`config.mk`:
```
export PLATFORM = sky130hd
export DESIGN_NAME = des_round_cell
export DESIGN_NICKNAME = d
export VERILOG_FILES = /design/src/hw/rtl/des_pkg.sv /design/src/hw/rtl/des_round_cell.sv
export SDC_FILE = /design/constraint.sdc
export NUM_CORES = 1
export LEC_CHECK = 0
export ABC_AREA = 0
export BUFFER_PORTS_ARGS = -buffer_cell sky130_fd_sc_hd__buf_2
export CORE_MARGIN = 4
export CORE_UTILIZATION = 49
export DETAILED_ROUTE_END_ITERATION = 10
export GPL_ROUTABILITY_DRIVEN = 0
export PLACE_DENSITY = 0.78
export SYNTH_ARGS = -nofsm -noshare
export SYNTH_HDL_FRONTEND = slang
export SYNTH_SLANG_ARGS = --single-unit
```
`constraint.sdc`:
```
create_clock -name clk -period 2.54 [get_ports clk]
set_input_delay 0.254 -clock clk [delete_from_list [all_inputs] [get_ports clk]]
set_output_delay 0.254 -clock clk [all_outputs]
set_load 0.01 [all_outputs]
```
`src/hw/rtl/des_pkg.sv`:
```
package des_pkg;

	localparam int NumRounds = 16;

	typedef logic [63:0] blk_t;
	typedef logic [27:0] half_t;
	typedef logic [47:0] subkey_t;

	// Round state handed from one cell to the next
	typedef struct packed {
		logic [31:0] l;
		logic [31:0] r;
		half_t       c;
		half_t       d;
	} round_t;

	// Left rotation per round: 1 or 2 places
	localparam logic [NumRounds-1:0] RotTwo = 16'b0011_1111_0111_1110;

	// Tables as published, entries 1-based with bit 1 the MSB
	localparam byte unsigned TabIp [64] = '{
		58,50,42,34,26,18,10,2, 60,52,44,36,28,20,12,4,
		62,54,46,38,30,22,14,6, 64,56,48,40,32,24,16,8,
		57,49,41,33,25,17,9,1,  59,51,43,35,27,19,11,3,
		61,53,45,37,29,21,13,5, 63,55,47,39,31,23,15,7};
	localparam byte unsigned TabFp [64] = '{
		40,8,48,16,56,24,64,32, 39,7,47,15,55,23,63,31,
		38,6,46,14,54,22,62,30, 37,5,45,13,53,21,61,29,
		36,4,44,12,52,20,60,28, 35,3,43,11,51,19,59,27,
		34,2,42,10,50,18,58,26, 33,1,41,9,49,17,57,25};
	localparam byte unsigned TabE [48] = '{
		32,1,2,3,4,5, 4,5,6,7,8,9, 8,9,10,11,12,13, 12,13,14,15,16,17,
		16,17,18,19,20,21, 20,21,22,23,24,25, 24,25,26,27,28,29, 28,29,30,31,32,1};
	localparam byte unsigned TabP [32] = '{
		16,7,20,21,29,12,28,17, 1,15,23,26,5,18,31,10,
		2,8,24,14,32,27,3,9, 19,13,30,6,22,11,4,25};
	localparam byte unsigned TabPc1 [56] = '{
		57,49,41,33,25,17,9, 1,58,50,42,34,26,18,
		10,2,59,51,43,35,27, 19,11,3,60,52,44,36,
		63,55,47,39,31,23,15, 7,62,54,46,38,30,22,
		14,6,61,53,45,37,29, 21,13,5,28,20,12,4};
	localparam byte unsigned TabPc2 [48] = '{
		14,17,11,24,1,5, 3,28,15,6,21,10, 23,19,12,4,26,8, 16,7,27,20,13,2,
		41,52,31,37,47,55, 30,40,51,45,33,48, 44,49,39,56,34,53, 46,42,50,36,29,32};
	localparam byte unsigned TabSbox [8][64] = '{
		'{14,4,13,1,2,15,11,8,3,10,6,12,5,9,0,7,
		  0,15,7,4,14,2,13,1,10,6,12,11,9,5,3,8,
		  4,1,14,8,13,6,2,11,15,12,9,7,3,10,5,0,
		  15,12,8,2,4,9,1,7,5,11,3,14,10,0,6,13},
		'{15,1,8,14,6,11,3,4,9,7,2,13,12,0,5,10,
		  3,13,4,7,15,2,8,14,12,0,1,10,6,9,11,5,
		  0,14,7,11,10,4,13,1,5,8,12,6,9,3,2,15,
		  13,8,10,1,3,15,4,2,11,6,7,12,0,5,14,9},
		'{10,0,9,14,6,3,15,5,1,13,12,7,11,4,2,8,
		  13,7,0,9,3,4,6,10,2,8,5,14,12,11,15,1,
		  13,6,4,9,8,15,3,0,11,1,2,12,5,10,14,7,
		  1,10,13,0,6,9,8,7,4,15,14,3,11,5,2,12},
		'{7,13,14,3,0,6,9,10,1,2,8,5,11,12,4,15,
		  13,8,11,5,6,15,0,3,4,7,2,12,1,10,14,9,
		  10,6,9,0,12,11,7,13,15,1,3,14,5,2,8,4,
		  3,15,0,6,10,1,13,8,9,4,5,11,12,7,2,14},
		'{2,12,4,1,7,10,11,6,8,5,3,15,13,0,14,9,
		  14,11,2,12,4,7,13,1,5,0,15,10,3,9,8,6,
		  4,2,1,11,10,13,7,8,15,9,12,5,6,3,0,14,
		  11,8,12,7,1,14,2,13,6,15,0,9,10,4,5,3},
		'{12,1,10,15,9,2,6,8,0,13,3,4,14,7,5,11,
		  10,15,4,2,7,12,9,5,6,1,13,14,0,11,3,8,
		  9,14,15,5,2,8,12,3,7,0,4,10,1,13,11,6,
		  4,3,2,12,9,5,15,10,11,14,1,7,6,0,8,13},
		'{4,11,2,14,15,0,8,13,3,12,9,7,5,10,6,1,
		  13,0,11,7,4,9,1,10,14,3,5,12,2,15,8,6,
		  1,4,11,13,12,3,7,14,10,15,6,8,0,5,9,2,
		  6,11,13,8,1,4,10,7,9,5,0,15,14,2,3,12},
		'{13,2,8,4,6,15,11,1,10,9,3,14,5,0,12,7,
		  1,15,13,8,10,3,7,4,12,5,6,11,0,14,9,2,
		  7,11,4,1,9,12,14,2,0,6,10,13,15,3,5,8,
		  2,1,14,7,4,10,8,13,15,12,9,0,3,5,6,11}};

	function automatic blk_t perm_ip(input blk_t src);
		blk_t o;
		for (int i = 0; i < 64; i++) o[63-i] = src[64-int'(TabIp[i])];
		return o;
	endfunction

	function automatic blk_t perm_fp(input blk_t src);
		blk_t o;
		for (int i = 0; i < 64; i++) o[63-i] = src[64-int'(TabFp[i])];
		return o;
	endfunction

	function automatic logic [55:0] perm_pc1(input blk_t src);
		logic [55:0] o;
		for (int i = 0; i < 56; i++) o[55-i] = src[64-int'(TabPc1[i])];
		return o;
	endfunction

	function automatic subkey_t perm_pc2(input logic [55:0] src);
		subkey_t o;
		for (int i = 0; i < 48; i++) o[47-i] = src[56-int'(TabPc2[i])];
		return o;
	endfunction

	function automatic logic [47:0] perm_e(input logic [31:0] src);
		logic [47:0] o;
		for (int i = 0; i < 48; i++) o[47-i] = src[32-int'(TabE[i])];
		return o;
	endfunction

	function automatic logic [31:0] perm_p(input logic [31:0] src);
		logic [31:0] o;
		for (int i = 0; i < 32; i++) o[31-i] = src[32-int'(TabP[i])];
		return o;
	endfunction

endpackage

```
`src/hw/rtl/des_round_cell.sv`:
```
module des_round_cell #(
	parameter logic ROT_TWO = 1'b0
) (
	input  logic             clk,
	input  logic             en,
	input  des_pkg::round_t  rnd_in,
	output des_pkg::round_t  rnd_s1
);
	import des_pkg::*;

	half_t       c_rot;
	half_t       d_rot;
	subkey_t     sk;
	logic [47:0] x;
	logic [31:0] sout;
	logic [5:0]  six;

	// Rotate key halves and form the round function
	always_comb begin
		if (ROT_TWO) begin
			c_rot = {rnd_in.c[25:0], rnd_in.c[27:26]};
			d_rot = {rnd_in.d[25:0], rnd_in.d[27:26]};
		end else begin
			c_rot = {rnd_in.c[26:0], rnd_in.c[27]};
			d_rot = {rnd_in.d[26:0], rnd_in.d[27]};
		end
		sk = perm_pc2({c_rot, d_rot});
		x  = perm_e(rnd_in.r) ^ sk;
		sout = '0;
		for (int b = 0; b < 8; b++) begin
			six = x[47-6*b -: 6];
			sout[31-4*b -: 4] = TabSbox[b][{six[5], six[0], six[4:1]}][3:0];
		end
	end

	// Advance the word one round
	always_ff @(posedge clk) begin
		if (en) begin
			rnd_s1.l <= rnd_in.r;
			rnd_s1.r <= rnd_in.l ^ perm_p(sout);
			rnd_s1.c <= c_rot;
			rnd_s1.d <= d_rot;
		end
	end
endmodule

```
# Yosys cells after proc, flatten, opt, wreduce, memory -nomap -nowiden
# Memory sizes are Yosys's and may differ from the RTL's.
# Cells that the tools add are included.
# op_classes
add_sub_neg,0
n_mul,0
div,0
magnitude_cmp,8
eq_ne,0
shift,0
n_mux,16
bitwise_logic,10
n_reduce_logical,0
# op_table
cell,count
$mux 4,16
$ge 7x7->1 const B,8
$not 6->7,8
$xor 48x48->48,1
$xor 32x32->32,1
# word_totals
register_bits,120
latch_bits,0
ram_bits,0
rom_bits,4096
output_inout_bits,120
memories,8
# memory_table
name,depth,word_bits,rd,rd_ports_with_merged_regs,wr,line,rtl
(name not given),64,8,1,0,0,des_round_cell.sv:32,"sout[31-4*b -: 4] = TabSbox[b][{six[5], six[0], six[4:1]}][3:0];"
(name not given),64,8,1,0,0,des_round_cell.sv:32,
(name not given),64,8,1,0,0,des_round_cell.sv:32,
(name not given),64,8,1,0,0,des_round_cell.sv:32,
(name not given),64,8,1,0,0,des_round_cell.sv:32,
(name not given),64,8,1,0,0,des_round_cell.sv:32,
+2 memories,--,--,--,--,--,--,

# Longest topological paths before layout
# depth
ltp_word,6
mapped_depth,10

# Least setup slack after synthesis
# Ideal clock, no wire load.
# synth_timing
path_type,input to register
startpoint,input port rnd_in[84] (netlist name)
endpoint,register rnd_s1[71] (netlist name) (data pin)
setup_ns,0.263
arrival_ns,2.288
slack_ns,-0.011
path_stages,9
path_buffers,2
path_cell_list,xnor2_1 clkbuf_1 ha_1 clkbuf_1 mux2i_1 a221oi_1 o32ai_1 a311oi_1 xnor2_1
# synth_between
elab_chain_cells,6
# synth_lines
item,line,rtl
start: declaration,des_round_cell.sv:6,"input des_pkg::round_t rnd_in,"
$xor 48x48->48,des_round_cell.sv:28,x = perm_e(rnd_in.r) ^ sk;
$not 6->7 (not written as such),des_round_cell.sv:32,
$mem_v2 64x8,--,
$mux 4 (not written as such) (2 in series),des_round_cell.sv:32,
$xor 32x32->32,des_round_cell.sv:40,rnd_s1.r <= rnd_in.l ^ perm_p(sout);
end: declaration,des_round_cell.sv:7,output des_pkg::round_t rnd_s1
# Every way passes these cells. The select of a mux whose other input is x is not followed.
# A chain may end at the register's enable or synchronous reset.

# Final worst setup path
# layout_timing
startpoint,input port rnd_in[10] (netlist name)
endpoint,register rnd_s1[59] (netlist name) (data pin)
# Same word-level chain as after synthesis.

==> flow_summary.ini <==
[yosys]
yosys-mux-area-fraction_pct = 10.87
yosysTopAreaCell = edfxtp_1
synth-main-ff-cell = edfxtp_1
synth-xor-area-share_pct = 13.27
synth_area_per_cell_um2 = 10.79
synth_compound_area_share_pct = 15.44
synth_edf_count = 120
syn_inst = 832
synthAdderAreaFrac_pct = 8.641
synth-async-reset-ratio_pct = 0
seq_area_frac_synth_pct = 40.14
syn_area_um2 = 8977
synth.top_cells.by_area = edfxtp_1 40%, ha_1 8.6%, xnor2_1 7.0%
synth_top_area_share_pct = 40.14
synth_nets = 1016
synth_top_family_by_area = compound AO/OA/AOI/OAI gates
synth.distinct_cells = 55
synth-simple-area-share_pct = 8.348
synth_seq_cells = 120
synth_warnings = 0

[floorplanning]
die_w_um = 143.4
core_um2 = 17960
start_util_pct = 49.98
rows = 49
io_pins = 242
dieArea_um2 = 20550
chipHeight_um = 143.4

[grt]
grt_use_total_pct = 22.42
grt_max_degree = 60
antenna_found_initial = 1
grt-ovfl-total = 0
grt_pass1_vias = 7449
grt_pass1_wl_um = 37430

[timing]
whs_ns = 0.03183
max_clock_freq_mhz = 463.2
worst_slew_pin_slew_ns = 0.9477
hold_viol_final = 0
setup_viol = 0
rsz0062_at_grt = false
slew_viol_final = 0
min_period_ns = 2.159
fin_setup_tns_ns = 0
relSlewSlack_pct = 36.37
fin_crit_sh_pct = 84.99

[cts]
clk_path_buf_depth = 2
root_buffer = clkbuf_16
post_cts_buffers = 0
numCtsBuffers = 17
cts.sinks = 120
cts_htree_levels = 4
clkTransAtPathRegs_ns = 0.05
cts-resized-gates = 0
cts_tree = yes

[power]
leakage_nw = 4.887
power.density_nw_per_um2 = 651.2
ir_drop_v = 0.0004485

[detailed_routing]
routed_wl_um = 23670
vias_per_cell = 5.730
dr.pass1.iters = 5
drc = 0
drtIter0Drc = 426
vias = 7948
routedWlPerCell_um = 17.07
drtAntennaViolNets = 0

[placement]
place_area_um2 = 10960
port_buffers = 241
place_hpwl_um = 17450

[worst_setup_path]
critPathArrivalTime_ns = 2.32
path_class = input pin to flip-flop
required_ns = 2.70
startpoint_type = input pin
end_kind = flip-flop
path_max_fanout = 5

[worst_hold_path]
holdPathStages = 1
hp-class = input pin to flip-flop

[cells_and_area]
stdcell_area_um2 = 11590
final_core_util_pct = 64.53
drive_gt1_share_pct = 33.36
regMostFlops = rnd_s1
largest_register_ffs = 120
final_common_cell = buf_2
largest_registers = rnd_s1: 120 flops
layout_common_cells = 240 x buf_2, 120 x edfxtp_1, 80 x buf_4, 75 x nand2_1, 72 x xnor2_1
area_growth_syn_to_layout_pct = 29.11
fin_nets = 1328

[flow_run]
timing.max_cap.violations = 0

[status]
status = complete, no violations
final cells by class:
class / instances / area, µm²
fill: 1398 / 6372
tap: 229 / 286.5
timing repair buffer: 329 / 1912
clock inverter: 15 / 136.4
sequential: 120 / 3603
inverter: 39 / 146.4
clock buffer: 17 / 425.4
antenna: 1 / 2.502
multi-input combinational: 637 / 5079
stage by stage:
step	std cells	setup slack, ns	total power [mW]
6_report	1387	0.3812	7.548
3_5_place_dp	1347	0.01282	5.214
4_1_cts	1386	0.4609	7.583
5_1_grt	1387	0.2864	7.955
3_3_place_gp	1347	0.05201	5.135
2_1_floorplan	832	0.1050	4.274
power breakdown:
part / internal (mW) / switching (mW)
clock network: 1.42 / 0.912
logic: 1.20 / 1.48
registers: 2.48 / 0.0534
total: 5.10 / 2.45
final timing paths:
| kind | from | to | slack (ns) |
|---|---|---|---|
| worst max-delay path | rnd_in[10] | rnd_s1[59] | 0.38 |
| worst min-delay path | rnd_in[12] | rnd_s1[13] | 0.03 |
cell usage after synthesis (all sizes together), types with 2 or more instances:
cell / instances
o21ai: 35
nand2: 75
a2111oi: 4
clkbuf: 25
o311ai: 3
or2: 2
ha: 62
a221oi: 6
mux2: 2
a21o: 2
o31ai: 4
a311oi: 7
or3: 3
nand2b: 4
nor4: 2
mux2i: 36
nor2: 48
o2111ai: 7
o22ai: 7
o221ai: 6
a211oi: 22
xnor2: 73
buf: 11
a22o: 2
mux4: 26
o32a: 2
edfxtp: 120
o21bai: 2
nand3: 18
a21oi: 43
a31oi: 15
nor3: 22
o211ai: 21
o32ai: 5
a2111o: 2
xor2: 57
inv: 38
cells by family (layout without fill, tap and decap cells):
group                    count (synthesis)  count (layout)
other                                    0               1
AND/OR/NAND/NOR                        177             177
adder cells (fa/ha/maj)                 62              62
flip-flops                             120             120
XOR/XNOR                               130             130
buffers and inverters                   75             400
AO/OA/AOI/OAI                          204             204
multiplexers                            64              64
routing by layer:
metal	vias up	part of all wire, %	global-route usage [%]
li1	3757	-	-
met1	3728	40	29.30
met2	426	49	37.91
met3	37	8.7	4.992
met4	0	1.7	6.095
met5	-	0	0
critical path, cell delays in order:
cell	delay, ns
buf_2	0.11
xor2_1	0.50
ha_1	0.39
mux4_2	0.47
a221oi_1	0.34
a31oi_1	0.09
xnor2_1	0.16
timing repair:
action	CTS	global route
endpoints found under the setup margin	0	0
hold buffers	7	0
hold endpoints to repair	7	0
(Power assumes the default switching activity.)
